`config.mk`:
```
export PLATFORM = sky130hd
export DESIGN_NAME = avcc_to_annexb_converter_unit
export DESIGN_NICKNAME = d
export VERILOG_FILES = /design/src/hw/rtl/a2b_pkg.sv /design/src/hw/rtl/a2b_queue.sv /design/src/hw/rtl/a2b_front.sv /design/src/hw/rtl/a2b_back.sv /design/src/hw/rtl/avcc_to_annexb_converter_unit.sv
export SDC_FILE = /design/constraint.sdc
export NUM_CORES = 1
export LEC_CHECK = 0
export ABC_AREA = 1
export BUFFER_PORTS_ARGS = -buffer_cell sky130_fd_sc_hd__buf_2
export CORE_MARGIN = 10
export CORE_UTILIZATION = 25
export DETAILED_ROUTE_END_ITERATION = 12
export SETUP_SLACK_MARGIN = 0.5
export SKIP_CTS_REPAIR_TIMING = 1
export SYNTH_ARGS = -nofsm -noshare
export SYNTH_HDL_FRONTEND = slang
export SYNTH_SLANG_ARGS = --single-unit
```
`constraint.sdc`:
```
create_clock -name clk -period 10 [get_ports clk]
set_clock_uncertainty 0.2 [all_clocks]
set_input_delay 1 -clock clk [delete_from_list [all_inputs] [get_ports clk]]
set_output_delay 1 -clock clk [all_outputs]
set_load 0.005 [all_outputs]
```
`src/hw/rtl/a2b_pkg.sv`:
```
`default_nettype none
package a2b_pkg;

	localparam int unsigned A2B_QUEUE_DEPTH = 4;

	localparam logic [3:0] REC_HDR_LEN = 4'd10;
	localparam logic [3:0] FRM_HDR_LEN = 4'd5;

	typedef enum logic [1:0] {
		SEC_SPS   = 2'd0,
		SEC_PPS   = 2'd1,
		SEC_FRAME = 2'd2
	} sec_t;

	typedef enum logic [1:0] {
		ST_OK         = 2'd0,
		ST_TRUNC      = 2'd1,
		ST_INCOMPLETE = 2'd2
	} stat_t;

	typedef enum logic [11:0] {
		PH_HDR      = 12'b0000_0000_0001,
		PH_SPS_CNT  = 12'b0000_0000_0010,
		PH_SPS_HI   = 12'b0000_0000_0100,
		PH_SPS_LO   = 12'b0000_0000_1000,
		PH_SPS_PAY  = 12'b0000_0001_0000,
		PH_PPS_CNT  = 12'b0000_0010_0000,
		PH_PPS_HI   = 12'b0000_0100_0000,
		PH_PPS_LO   = 12'b0000_1000_0000,
		PH_PPS_PAY  = 12'b0001_0000_0000,
		PH_REC_DONE = 12'b0010_0000_0000,
		PH_FR_LEN   = 12'b0100_0000_0000,
		PH_FR_PAY   = 12'b1000_0000_0000
	} phase_t;

	// one input word worth of output: optional start code or data byte, then up to two markers
	typedef struct packed {
		logic       start;
		logic       data;
		logic [7:0] dbyte;
		sec_t       sec;
		logic       mk0;
		sec_t       mk0_sec;
		stat_t      mk0_st;
		logic       mk1;
		sec_t       mk1_sec;
		stat_t      mk1_st;
	} desc_t;

endpackage
`default_nettype wire

```
`src/hw/rtl/a2b_queue.sv`:
```
`default_nettype none
module a2b_queue #(
	parameter int unsigned DEPTH = a2b_pkg::A2B_QUEUE_DEPTH
) (
	input  logic          clk,
	input  logic          arst_n,
	input  logic          push,
	input  a2b_pkg::desc_t push_desc,
	output logic          full,
	input  logic          pop,
	output a2b_pkg::desc_t head,
	output logic          not_empty
);

	localparam int unsigned PW = $clog2(DEPTH);
	localparam int unsigned CW = $clog2(DEPTH + 1);

	a2b_pkg::desc_t   mem_q [DEPTH];
	logic [PW-1:0]    wr_q;
	logic [PW-1:0]    rd_q;
	logic [CW-1:0]    cnt_q;

	assign full      = (cnt_q == CW'(DEPTH));
	assign not_empty = (cnt_q != '0);
	assign head      = mem_q[rd_q];

	always_ff @(posedge clk) begin
		if (push) begin
			mem_q[wr_q] <= push_desc;
		end
	end

	always_ff @(posedge clk or negedge arst_n) begin
		if (!arst_n) begin
			wr_q  <= '0;
			rd_q  <= '0;
			cnt_q <= '0;
		end else begin
			if (push) begin
				wr_q <= (wr_q == PW'(DEPTH - 1)) ? '0 : wr_q + 1'b1;
			end
			if (pop) begin
				rd_q <= (rd_q == PW'(DEPTH - 1)) ? '0 : rd_q + 1'b1;
			end
			case ({push, pop})
				2'b10:   cnt_q <= cnt_q + 1'b1;
				2'b01:   cnt_q <= cnt_q - 1'b1;
				default: cnt_q <= cnt_q;
			endcase
		end
	end

	a_cnt_bound: assert property (@(posedge clk) disable iff (!arst_n)
		(cnt_q <= CW'(DEPTH)) && !(pop && !not_empty))
		else $error("queue count out of range or pop on empty");

endmodule
`default_nettype wire

```
`src/hw/rtl/a2b_front.sv`:
```
`default_nettype none
module a2b_front (
	input  logic           clk,
	input  logic           arst_n,
	input  logic           in_valid,
	output logic           in_ready,
	input  logic [7:0]     in_byte,
	input  logic           packet_end,
	input  logic           q_full,
	output logic           push,
	output a2b_pkg::desc_t push_desc
);

	logic              awr_q;
	a2b_pkg::phase_t   ph_q;
	logic [3:0]        hp_q;
	logic [4:0]        sets_q;
	logic [31:0]       acc_q;
	logic [31:0]       rem_q;
	logic [1:0]        lbi_q;

	logic              awr_n;
	a2b_pkg::phase_t   ph_n;
	logic [3:0]        hp_n;
	logic [4:0]        sets_n;
	logic [31:0]       acc_n;
	logic [31:0]       rem_n;
	logic [1:0]        lbi_n;

	logic              accept;
	logic [4:0]        sets_dec;
	logic [31:0]       rec_len;
	logic [31:0]       fr_len;
	a2b_pkg::desc_t    d;
	a2b_pkg::stat_t    st;

	assign in_ready  = !q_full;
	assign accept    = in_valid && in_ready;
	assign sets_dec  = sets_q - 1'b1;
	assign rec_len   = acc_q | {24'b0, in_byte};
	assign fr_len    = {acc_q[23:0], in_byte};
	assign push      = accept && (d.start || d.data || d.mk0);
	assign push_desc = d;

	always_comb begin
		awr_n  = awr_q;
		ph_n   = ph_q;
		hp_n   = hp_q;
		sets_n = sets_q;
		acc_n  = acc_q;
		rem_n  = rem_q;
		lbi_n  = lbi_q;
		st     = a2b_pkg::ST_OK;
		d      = '0;
		d.dbyte = in_byte;
		if (awr_q) begin
			unique case (ph_q) inside
				a2b_pkg::PH_HDR: begin
					if (hp_q >= a2b_pkg::REC_HDR_LEN - 4'd1) begin
						ph_n = a2b_pkg::PH_SPS_CNT;
					end else begin
						hp_n = hp_q + 1'b1;
					end
				end
				a2b_pkg::PH_SPS_CNT: begin
					d.start = 1'b1;
					d.sec   = a2b_pkg::SEC_SPS;
					sets_n  = in_byte[4:0];
					if (in_byte[4:0] == '0) begin
						d.mk0     = 1'b1;
						d.mk0_sec = a2b_pkg::SEC_SPS;
						ph_n      = a2b_pkg::PH_PPS_CNT;
					end else begin
						ph_n = a2b_pkg::PH_SPS_HI;
					end
				end
				a2b_pkg::PH_SPS_HI: begin
					acc_n = {16'b0, in_byte, 8'b0};
					ph_n  = a2b_pkg::PH_SPS_LO;
				end
				a2b_pkg::PH_PPS_HI: begin
					acc_n = {16'b0, in_byte, 8'b0};
					ph_n  = a2b_pkg::PH_PPS_LO;
				end
				a2b_pkg::PH_SPS_LO, a2b_pkg::PH_SPS_PAY: begin
					if (ph_q == a2b_pkg::PH_SPS_LO) begin
						acc_n = rec_len;
						rem_n = rec_len;
					end else begin
						d.data = 1'b1;
						d.sec  = a2b_pkg::SEC_SPS;
						rem_n  = rem_q - 1'b1;
					end
					if (rem_n == '0) begin
						sets_n = sets_dec;
						if (sets_dec == '0) begin
							d.mk0     = 1'b1;
							d.mk0_sec = a2b_pkg::SEC_SPS;
							ph_n      = a2b_pkg::PH_PPS_CNT;
						end else begin
							ph_n = a2b_pkg::PH_SPS_HI;
						end
					end else begin
						ph_n = a2b_pkg::PH_SPS_PAY;
					end
				end
				a2b_pkg::PH_PPS_CNT: begin
					sets_n = in_byte[4:0];
					if (in_byte[4:0] == '0) begin
						d.mk0     = 1'b1;
						d.mk0_sec = a2b_pkg::SEC_PPS;
						ph_n      = a2b_pkg::PH_REC_DONE;
					end else begin
						ph_n = a2b_pkg::PH_PPS_HI;
					end
				end
				a2b_pkg::PH_PPS_LO, a2b_pkg::PH_PPS_PAY: begin
					d.sec = a2b_pkg::SEC_PPS;
					if (ph_q == a2b_pkg::PH_PPS_LO) begin
						acc_n   = rec_len;
						rem_n   = rec_len;
						d.start = 1'b1;
					end else begin
						d.data = 1'b1;
						rem_n  = rem_q - 1'b1;
					end
					if (rem_n == '0) begin
						sets_n = sets_dec;
						if (sets_dec == '0) begin
							d.mk0     = 1'b1;
							d.mk0_sec = a2b_pkg::SEC_PPS;
							ph_n      = a2b_pkg::PH_REC_DONE;
						end else begin
							ph_n = a2b_pkg::PH_PPS_HI;
						end
					end else begin
						ph_n = a2b_pkg::PH_PPS_PAY;
					end
				end
				default: begin
				end
			endcase
			if (packet_end) begin
				if (ph_n == a2b_pkg::PH_HDR || ph_n == a2b_pkg::PH_SPS_CNT ||
				    ph_n == a2b_pkg::PH_SPS_HI || ph_n == a2b_pkg::PH_SPS_LO ||
				    ph_n == a2b_pkg::PH_SPS_PAY) begin
					d.mk0     = 1'b1;
					d.mk0_sec = a2b_pkg::SEC_SPS;
					d.mk0_st  = (ph_n == a2b_pkg::PH_SPS_PAY) ? a2b_pkg::ST_TRUNC
						: a2b_pkg::ST_INCOMPLETE;
					d.mk1     = 1'b1;
					d.mk1_sec = a2b_pkg::SEC_PPS;
					d.mk1_st  = a2b_pkg::ST_INCOMPLETE;
				end else if (ph_n != a2b_pkg::PH_REC_DONE) begin
					st = (ph_n == a2b_pkg::PH_PPS_PAY) ? a2b_pkg::ST_TRUNC
						: a2b_pkg::ST_INCOMPLETE;
					if (d.mk0) begin
						d.mk1     = 1'b1;
						d.mk1_sec = a2b_pkg::SEC_PPS;
						d.mk1_st  = st;
					end else begin
						d.mk0     = 1'b1;
						d.mk0_sec = a2b_pkg::SEC_PPS;
						d.mk0_st  = st;
					end
				end
				awr_n = 1'b0;
			end
		end else begin
			unique case (ph_q)
				a2b_pkg::PH_HDR: begin
					if (hp_q >= a2b_pkg::FRM_HDR_LEN - 4'd1) begin
						ph_n = a2b_pkg::PH_FR_LEN;
					end else begin
						hp_n = hp_q + 1'b1;
					end
				end
				a2b_pkg::PH_FR_LEN: begin
					lbi_n = lbi_q + 1'b1;
					acc_n = fr_len;
					if (lbi_q == 2'd3) begin
						d.start = 1'b1;
						d.sec   = a2b_pkg::SEC_FRAME;
						rem_n   = fr_len;
						acc_n   = '0;
						if (fr_len != '0) begin
							ph_n = a2b_pkg::PH_FR_PAY;
						end
					end
				end
				a2b_pkg::PH_FR_PAY: begin
					d.data = 1'b1;
					d.sec  = a2b_pkg::SEC_FRAME;
					rem_n  = rem_q - 1'b1;
					if (rem_q == 32'd1) begin
						ph_n = a2b_pkg::PH_FR_LEN;
					end
				end
				default: begin
					ph_n = a2b_pkg::PH_HDR;
					hp_n = '0;
				end
			endcase
			if (packet_end) begin
				d.mk0     = 1'b1;
				d.mk0_sec = a2b_pkg::SEC_FRAME;
				d.mk0_st  = (ph_n == a2b_pkg::PH_FR_PAY ||
					(ph_n == a2b_pkg::PH_FR_LEN && lbi_n != '0))
					? a2b_pkg::ST_TRUNC : a2b_pkg::ST_OK;
			end
		end
		if (packet_end) begin
			ph_n   = a2b_pkg::PH_HDR;
			hp_n   = '0;
			sets_n = '0;
			acc_n  = '0;
			rem_n  = '0;
			lbi_n  = '0;
		end
	end

	always_ff @(posedge clk or negedge arst_n) begin
		if (!arst_n) begin
			awr_q  <= 1'b1;
			ph_q   <= a2b_pkg::PH_HDR;
			hp_q   <= '0;
			sets_q <= '0;
			acc_q  <= '0;
			rem_q  <= '0;
			lbi_q  <= '0;
		end else if (accept) begin
			awr_q  <= awr_n;
			ph_q   <= ph_n;
			hp_q   <= hp_n;
			sets_q <= sets_n;
			acc_q  <= acc_n;
			rem_q  <= rem_n;
			lbi_q  <= lbi_n;
		end
	end

	a_record_once: assert property (@(posedge clk) disable iff (!arst_n)
		!awr_q |=> !awr_q)
		else $error("record mode re-entered");

	a_frame_phase: assert property (@(posedge clk) disable iff (!arst_n)
		!awr_q |-> (ph_q == a2b_pkg::PH_HDR || ph_q == a2b_pkg::PH_FR_LEN ||
			ph_q == a2b_pkg::PH_FR_PAY))
		else $error("record phase seen in frame mode");

endmodule
`default_nettype wire

```
`src/hw/rtl/a2b_back.sv`:
```
`default_nettype none
module a2b_back (
	input  logic           clk,
	input  logic           arst_n,
	input  logic           q_not_empty,
	input  a2b_pkg::desc_t q_head,
	output logic           q_pop,
	output logic           out_valid,
	input  logic           out_ready,
	output logic [7:0]     out_byte,
	output logic [1:0]     section,
	output logic           section_end,
	output logic [1:0]     status,
	output logic           run_last
);

	a2b_pkg::desc_t  cur_q;
	logic [6:0]      mask_q;
	logic            out_valid_q;
	logic [7:0]      out_byte_q;
	a2b_pkg::sec_t   section_q;
	logic            section_end_q;
	a2b_pkg::stat_t  status_q;
	logic            run_last_q;

	logic [6:0]      lowbit;
	logic [6:0]      mask_after;
	logic            out_free;
	logic            emit;
	logic            item_last;
	logic [7:0]      item_byte;
	a2b_pkg::sec_t   item_sec;
	logic            item_end;
	a2b_pkg::stat_t  item_st;

	assign lowbit     = mask_q & (~mask_q + 7'd1);
	assign item_last  = ((mask_q & (mask_q - 7'd1)) == '0);
	assign out_free   = !out_valid_q || out_ready;
	assign emit       = out_free && (mask_q != '0);
	assign mask_after = emit ? (mask_q & ~lowbit) : mask_q;
	assign q_pop      = q_not_empty && (mask_after == '0);

	always_comb begin
		item_byte = '0;
		item_sec  = cur_q.sec;
		item_end  = 1'b0;
		item_st   = a2b_pkg::ST_OK;
		if (lowbit[3]) begin
			item_byte = 8'h01;
		end
		if (lowbit[4]) begin
			item_byte = cur_q.dbyte;
		end
		if (lowbit[5]) begin
			item_sec = cur_q.mk0_sec;
			item_end = 1'b1;
			item_st  = cur_q.mk0_st;
		end
		if (lowbit[6]) begin
			item_sec = cur_q.mk1_sec;
			item_end = 1'b1;
			item_st  = cur_q.mk1_st;
		end
	end

	always_ff @(posedge clk) begin
		if (q_pop) begin
			cur_q <= q_head;
		end
		if (emit) begin
			out_byte_q    <= item_byte;
			section_q     <= item_sec;
			section_end_q <= item_end;
			status_q      <= item_st;
			run_last_q    <= item_last;
		end
	end

	always_ff @(posedge clk or negedge arst_n) begin
		if (!arst_n) begin
			mask_q      <= '0;
			out_valid_q <= 1'b0;
		end else begin
			if (q_pop) begin
				mask_q <= {q_head.mk1, q_head.mk0, q_head.data, {4{q_head.start}}};
			end else begin
				mask_q <= mask_after;
			end
			if (emit) begin
				out_valid_q <= 1'b1;
			end else if (out_ready) begin
				out_valid_q <= 1'b0;
			end
		end
	end

	assign out_valid   = out_valid_q;
	assign out_byte    = out_byte_q;
	assign section     = section_q;
	assign section_end = section_end_q;
	assign status      = status_q;
	assign run_last    = run_last_q;

	a_byte_status: assert property (@(posedge clk) disable iff (!arst_n)
		out_valid_q && !section_end_q |-> status_q == a2b_pkg::ST_OK)
		else $error("status on a byte word");

	a_marker_zero: assert property (@(posedge clk) disable iff (!arst_n)
		out_valid_q && section_end_q |-> out_byte_q == '0)
		else $error("marker word carries a byte");

endmodule
`default_nettype wire

```
`src/hw/rtl/avcc_to_annexb_converter_unit.sv`:
```
`default_nettype none
// channel | dir | handshake           | payload
// in      | in  | in_valid/in_ready   | in_byte, packet_end
// out     | out | out_valid/out_ready | out_byte, section, section_end, status, run_last
//
// One input word per cycle is taken while the descriptor queue has room.
// Each word yields 0 to 6 output words; the expander sends one per cycle unless out_ready stalls it:
// a payload byte alone yields one word, a start code plus markers up to six.
// The QUEUE_DEPTH-entry queue absorbs start-code bursts; input stalls when it fills.
// No clearing pass: in_ready is high from the first cycle after reset.
module avcc_to_annexb_converter_unit #(
	parameter int unsigned QUEUE_DEPTH = a2b_pkg::A2B_QUEUE_DEPTH
) (
	input  logic       clk,
	input  logic       arst_n,
	input  logic       in_valid,
	output logic       in_ready,
	input  logic [7:0] in_byte,
	input  logic       packet_end,
	output logic       out_valid,
	input  logic       out_ready,
	output logic [7:0] out_byte,
	output logic [1:0] section,
	output logic       section_end,
	output logic [1:0] status,
	output logic       run_last
);

	logic           q_full;
	logic           q_push;
	a2b_pkg::desc_t q_in;
	logic           q_pop;
	a2b_pkg::desc_t q_head;
	logic           q_not_empty;

	a2b_front u_front (
		.clk        (clk),
		.arst_n     (arst_n),
		.in_valid   (in_valid),
		.in_ready   (in_ready),
		.in_byte    (in_byte),
		.packet_end (packet_end),
		.q_full     (q_full),
		.push       (q_push),
		.push_desc  (q_in)
	);

	a2b_queue #(
		.DEPTH (QUEUE_DEPTH)
	) u_queue (
		.clk       (clk),
		.arst_n    (arst_n),
		.push      (q_push),
		.push_desc (q_in),
		.full      (q_full),
		.pop       (q_pop),
		.head      (q_head),
		.not_empty (q_not_empty)
	);

	a2b_back u_back (
		.clk         (clk),
		.arst_n      (arst_n),
		.q_not_empty (q_not_empty),
		.q_head      (q_head),
		.q_pop       (q_pop),
		.out_valid   (out_valid),
		.out_ready   (out_ready),
		.out_byte    (out_byte),
		.section     (section),
		.section_end (section_end),
		.status      (status),
		.run_last    (run_last)
	);

endmodule
`default_nettype wire

```
Word level (Yosys, flattened, before mapping) --
Memories as Yosys holds them, arrays and structs flattened. Cells that the tools add are included.
Cells by class: add/sub/neg operators 10, magnitude comparators 2, eq/ne operators 39, muxes and demuxes 99, bitwise operators 6, reductions and logical operators 41
Operators with widths (count):
- 32-bit two-way mux | 15
- 32-bit one-hot mux with 2 select lines | 2
- 12-bit two-way mux | 10
- 32-bit one-hot mux with 3 select lines | 1
- 12-bit one-hot mux with 7 select lines | 1
- 32-bit logical NOT | 2
- 10-bit two-way mux | 5
- 12-bit one-hot mux with 3 select lines | 1
- 5-bit two-way mux | 7
- 32-bit by 1-bit equality test with 1-bit output, second input constant | 1
- 32-bit by 8-bit bitwise OR with 32-bit output | 1
- 32-bit nonzero test | 1
- 32-bit by 1-bit subtractor with 32-bit output, second input constant | 1
- 2-bit two-way mux | 14
- 12-bit by 1-bit equality test with 1-bit output, second input constant | 2
- 12-bit by 11-bit equality test with 1-bit output, second input constant | 2
- 12-bit equality test, second input constant | 2
- 12-bit by 2-bit equality test with 1-bit output, second input constant | 2
- 12-bit by 3-bit equality test with 1-bit output, second input constant | 2
- 12-bit by 4-bit equality test with 1-bit output, second input constant | 2
- 12-bit by 5-bit equality test with 1-bit output, second input constant | 2
- 12-bit by 9-bit equality test with 1-bit output, second input constant | 2
- 4-bit two-way mux | 6
- 7-bit AND | 3
- other kinds (49) | 110
Storage, ports and cells: register bits after elaboration 135, memory bits (writable) 88, input port bits 13, output and inout bits 16, word-level logic and storage cells 221, memories 1
Memory list:
- u_queue.mem_q | depth 4, bits a word 22, read ports 1, clocked after Yosys merged registers in 0, write ports 1, line a2b_queue.sv:18 | a2b_pkg::desc_t mem_q [DEPTH];

Depth between registers and ports, before layout --
word-level depth 20, gate-level depth with buffers 32, mapped depth without buffers 31

Hierarchy --
A second synthesis with hierarchy kept.
Second synthesis, totals: cells, all modules 1737, area, all modules 13406.6 um^2
By module, submodules not included:
- a2b_front | times used 1, cells an instance 1250, area an instance 7692.4 um^2, sequential area each 2204.6 um^2
- a2b_queue | times used 1, cells an instance 354, area an instance 4100.2 um^2, sequential area each 2817.7 um^2
- a2b_back | times used 1, cells an instance 133, area an instance 1614.0 um^2, sequential area each 1161.1 um^2

Worst setup path after synthesis --
OpenSTA, ideal clock, no wires.
kind input to register, start in out_ready, end reg u_queue.cnt_q[2], setup time 0.131 ns, data arrival time 4.128 ns, required time 9.669 ns, path slack 5.541 ns, stages on the path 14, path buffers 0, cells stage by stage nor2_1 -> a21oi_1 -> inv_1 -> o21ai_0 -> nand2_1 -> nor2_1 -> nand2_1 -> inv_1 -> ha_1 -> inv_1 -> fa_1 -> a21oi_1 -> o21ai_0 -> xor2_1
On the way: cells in the longest elaborated chain, start to end 7, elaborated cells between the ends (all ways) 9, classes of those cells 2 x eq/ne; 2 x mux; 5 x reduce/logical
RTL lines:
- from (decl) | line avcc_to_annexb_converter_unit.sv:21 | input logic out_ready,
- 1-bit logical OR (*) | line a2b_back.sv:38 | assign out_free = !out_valid_q || out_ready;
- 1-bit logical AND (*) | line a2b_back.sv:39 | assign emit = out_free && (mask_q != '0);
- net u_back.emit | line a2b_back.sv:29 | logic emit;
- 7-bit two-way mux (*) | line a2b_back.sv:40 | assign mask_after = emit ? (mask_q & ~lowbit) : mask_q;
- 7-bit logical NOT (*) | line a2b_back.sv:41 | assign q_pop = q_not_empty && (mask_after == '0);
- 1-bit logical AND (*) | line a2b_back.sv:41
- net q_pop | line avcc_to_annexb_converter_unit.sv:32 | logic q_pop;
- 2-bit by 1-bit equality test with 1-bit output / 2-bit equality test (equally long branches) | line a2b_queue.sv:45 | case ({push, pop})
- 3-bit one-hot mux with 2 select lines / 2-bit nonzero test (equally long branches)
- to (signal assigned) | line a2b_queue.sv:46 | 2'b10: cnt_q <= cnt_q + 1'b1;
- to (signal assigned) | line a2b_queue.sv:47 | 2'b01: cnt_q <= cnt_q - 1'b1;
- to (signal assigned) | line a2b_queue.sv:48 | default: cnt_q <= cnt_q;
- to (decl) | line a2b_queue.sv:21 | logic [CW-1:0] cnt_q;
The timed path passes the listed nets; every way through them passes the cells marked *. A chain may end at the register's enable or synchronous reset.

Worst setup path after layout --
start reg u_front.ph_q[0], end mem u_queue.mem_q[3][14] (netlist bit) (enable)
On the way: cells in the longest elaborated chain, start to end 20, elaborated cells between the ends (all ways) 57, classes of those cells 17 x eq/ne; 29 x mux; 11 x reduce/logical
RTL lines:
- from (decl) | line a2b_front.sv:15 | a2b_pkg::phase_t ph_q;
- from (signal assigned) | line a2b_front.sv:225 | ph_q <= a2b_pkg::PH_HDR;
- from (signal assigned) | line a2b_front.sv:233 | ph_q <= ph_n;
- 12-bit by 8-bit equality test with 1-bit output / 12-bit by 4-bit equality test with 1-bit output (equally long branches) | line a2b_front.sv:119, a2b_front.sv:86
- 32-bit two-way mux (on tied branches) | line a2b_front.sv:119, a2b_front.sv:86
- 32-bit two-way mux | line a2b_front.sv:57 | unique case (ph_q) inside
- 32-bit two-way mux | line a2b_front.sv:56 | if (awr_q) begin
- 32-bit logical NOT (on tied branches) | line a2b_front.sv:127, a2b_front.sv:94
- 12-bit two-way mux / 6-bit two-way mux (equally long branches) | line a2b_front.sv:127, a2b_front.sv:94
- 12-bit one-hot mux with 7 select lines | line a2b_front.sv:57
- 12-bit two-way mux | line a2b_front.sv:56
- [3 not listed]
- 1-bit logical OR (2 in series) | line a2b_front.sv:145 | ph_n == a2b_pkg::PH_SPS_HI || ph_n == a2b_pkg::PH_SPS_LO ||
- 10-bit two-way mux | line a2b_front.sv:144 | if (ph_n == a2b_pkg::PH_HDR || ph_n == a2b_pkg::PH_SPS_CNT ||
- 10-bit two-way mux | line a2b_front.sv:143 | if (packet_end) begin
- 7-bit two-way mux | line a2b_front.sv:56
- 1-bit logical OR (*) | line a2b_front.sv:42 | assign push = accept && (d.start || d.data || d.mk0);
- 1-bit logical AND (*) | line a2b_front.sv:42
- 1-bit two-way mux (*) | line a2b_queue.sv:28 | if (push) begin
- 1-bit two-way mux (implied by the code) (*) | line a2b_queue.sv:29 | mem_q[wr_q] <= push_desc;
- to (decl) | line a2b_queue.sv:18
Mark *: on every way between the ends. The rest lies on a longest branch, timed or not. The select of a mux whose other input is x is not followed.

==> metrics.cfg <==
[timing]
setup_viol=0
period_needed_ps=5640
fin_crit_sh_pct=56.4
tightest_slew_ps=1160
hold_viol_final=0
setup_tns_ps=0
slew_headroom_pct=22.8
finalMaxSlewViolations=0
setup_slack_ps=4360
fmax_mhz=177
rsz0062_at_grt=false

[synth]
seq_area_frac_synth_pct=47.9
synth_edf_count=111
syn_area_um2=12400
async_reset_ff_share_pct=48.1
ys_warn_count=0
syn_avg_cell_area_um2=7.79
ys_ff_latch=214
dominantRegCellSynth=edfxtp_1
netlist-cell-type-count=56
netlist_instances=1586

[job]
max-cap-violations=0

[outcome]
status=finished clean

[setup_path]
cp-end-kind=flip-flop
cp_cell_sequence=nor2_1 > nand2_1 > nor2_4 > nand2_4 > nand2_1 > buf_4 > inv_2 > nand2_2 > nor2_1 > nand3_1 > nand2_1 > inv_1 > nor2_1 > nor2_1 > inv_1 > nor2_1 > nand3_1 > nand2_1 > nand2_1 > nand2_2 > nand2_2 > nand2_4 > nor2_2
r2r-start=u_front.ph_q[0]$_DFFE_PN1P_
r2r_setup_slack_ps=4360
slowest_delay_ps=880
worst_path_max_delay_cell=nor2_2
r2r_cells=23
cp.arrival_ps=5580
critPathRequiredTime_ps=9940
worst_setup_path_start_kind=flip-flop
crit_type=reg -> reg
rr_endpoint=u_queue.mem_q[3][14]$_DFFE_PP_
crit_fanout=38

[power]
power.density_nw_per_um2=260
leakage_nw=5.82
vdd_ir_drop_max_v=0.000139

[grt]
grt_pass1_wl_um=60400
antenna_found_initial=1
grt_max_degree=61
gr-total-overflow=0
grt_pass1_vias=10700
grt_usage_pct=12.7

[routing]
wl_met2_um=17200
ant_nets=0
wl_met3_um=2680
drtIter0Drc=1172
firstDrtPassIters=6
highest_layer=met4
met1_length_um=17100
finalWirelength_um=38600
vias_per_cell=4.97
vias=11300
drc=0
wl_per_cell_um=17.0

[floorplanning]
pin_count=29
die_h_um=242
start_util_pct=25.2
coreArea_um2=49000
die_w_um=242
die-area_um2=58700
row_count=81

[finish]
fin_nets=1621
drive_above_1_share_pct=7.51
final_cells=2276
area_growth_pct=13.5

[clock_tree]
cts.root.buffer_cell=clkbuf_16
cts_inserted_buffers=24
cts_tree=yes
cts_max_level=1
clk_pin_slew_ps=60
clkSinkCount=214
clk_latency_ps=550
cts_buffer_depth=3

[place]
pre_cts_ws_ps=4480
finalWeightedCongestion=0.955
dpl.cell_count=2231
dpl.hpwl_um=27200
portBuffers=28

[hold_path]
hold_class=in -> async

per-layer routing:
layer | vias to the layer above | GRT usage (%)
met5 | - | 0
met4 | 0 | 5.23
met3 | 98 | 1.97
met2 | 456 | 19.8
met1 | 5370 | 17.1
li1 | 5394 | -
worst max-delay path by stage:
stage	startpoint	end	slack, ps
6_report	u_front.ph_q[0]$_DFFE_PN1P_	u_queue.mem_q[3][14]$_DFFE_PP_	4360
5_1_grt	u_front.ph_q[9]$_DFFE_PN0P_	u_queue.cnt_q[2]$_DFFE_PN0P_	3910
3_5_place_dp	u_front.ph_q[0]$_DFFE_PN1P_	u_queue.mem_q[0][19]$_DFFE_PP_	4480
3_3_place_gp	u_front.ph_q[6]$_DFFE_PN0P_	u_queue.cnt_q[2]$_DFFE_PN0P_	4570
2_1_floorplan	out_ready	u_queue.cnt_q[2]$_DFFE_PN0P_	5540
4_1_cts	u_front.ph_q[0]$_DFFE_PN1P_	u_queue.mem_q[0][14]$_DFFE_PP_	4450
report_power, final:
part | leakage (nW) | internal [W] | total [W] | switching, W
registers | 2.36 | 0.00121 | 0.00139 | 0.000179
clock network | 0.398 | 0.000547 | 0.000926 | 0.000379
logic | 3.06 | 0.000412 | 0.00132 | 0.000912
sequential cells by signal (all words and copies together), names as in the netlist, 2 cells and up:
signal,count
u_queue.rd_q,2
u_back.status,2
u_back.cur_q,17
u_front.lbi_q,2
u_back.mask_q,7
u_back.out_byte,8
u_front.sets_q,5
u_queue.wr_q,2
u_back.section,2
u_front.rem_q,32
u_queue.cnt_q,3
u_front.hp_q,4
u_front.acc_q,32
u_front.ph_q,12
u_queue.mem_q,80
synth_stat cells, types with 6 or more instances:
cell type	n	area share, %
a22oi_1	12	0.73
o211ai_1	9	0.55
nand2_2	7	0.35
nor4_1	6	0.30
nand4_1	23	1.2
o32ai_1	8	0.57
dfrtp_1	101	20
nand3_1	131	5.3
a21oi_1	72	2.9
clkbuf_1	48	1.5
ha_1	14	1.4
nor2_1	185	5.6
a31oi_1	10	0.51
o21ai_0	161	6.5
o21a_1	18	1.1
inv_1	156	4.7
nor3_1	9	0.36
o22ai_1	20	1.0
o31ai_1	6	0.36
edfxtp_1	111	27
nor2_2	9	0.46
buf_2	6	0.24
nand2_1	385	12
o21ai_1	11	0.45
layout by cell type, fill, tap and decap left out, drive strengths merged, types with 14 or more instances in the layout:
| cell type | instances |
|---|---|
| a21oi | 72 |
| edfxtp | 111 |
| o21a | 18 |
| clkinv | 16 |
| nor2 | 197 |
| buf | 41 |
| o21ai | 172 |
| ha | 14 |
| nand3 | 131 |
| clkbuf | 27 |
| dfrtp | 101 |
| nand2 | 395 |
| inv | 161 |
| o22ai | 20 |
| nand4 | 23 |
worst max-delay path: cells and delay by family, from the launching register on:
kind,cells,cell delay [ps]
buffers and inverters,4,1050
AND/OR/NAND/NOR,19,3370
flip-flops,1,540
stage by stage:
stage	power, W	instance area (µm²)	hold slack (ps)	util [%]
2_1_floorplan	0.00228	12400	246	-
3_3_place_gp	0.00269	13200	263	27.0
3_5_place_dp	0.00271	13200	263	27.0
4_1_cts	0.00365	14000	274	28.6
5_1_grt	0.00390	14000	302	28.6
6_report	0.00364	14000	256	28.6
cell type report:
class                           instances  area, µm²
Antenna cell                            1       2.50
Clock buffer                           27        612
Clock inverter                         17        206
Fill cell                            5237      34900
Inverter                              166        624
Multi-Input combinational cell       1146       5590
Sequential cell                       214       5910
Tap cell                              664        831
Timing Repair Buffer                   41        240
logic make-up (layout without fill, tap and decap cells):
logic type	count (synthesis)	after routing	synth area share [%]
AND/OR/NAND/NOR	769	769	26.3
AO/OA/AOI/OAI	351	351	16.5
buffers and inverters	229	251	7.24
flip-flops	214	214	47.9
adder cells (fa/ha/maj)	15	15	1.58
XOR/XNOR	7	7	0.496
other	1	5	0.0303
No activity file was read; power rests on OpenSTA's default activity.
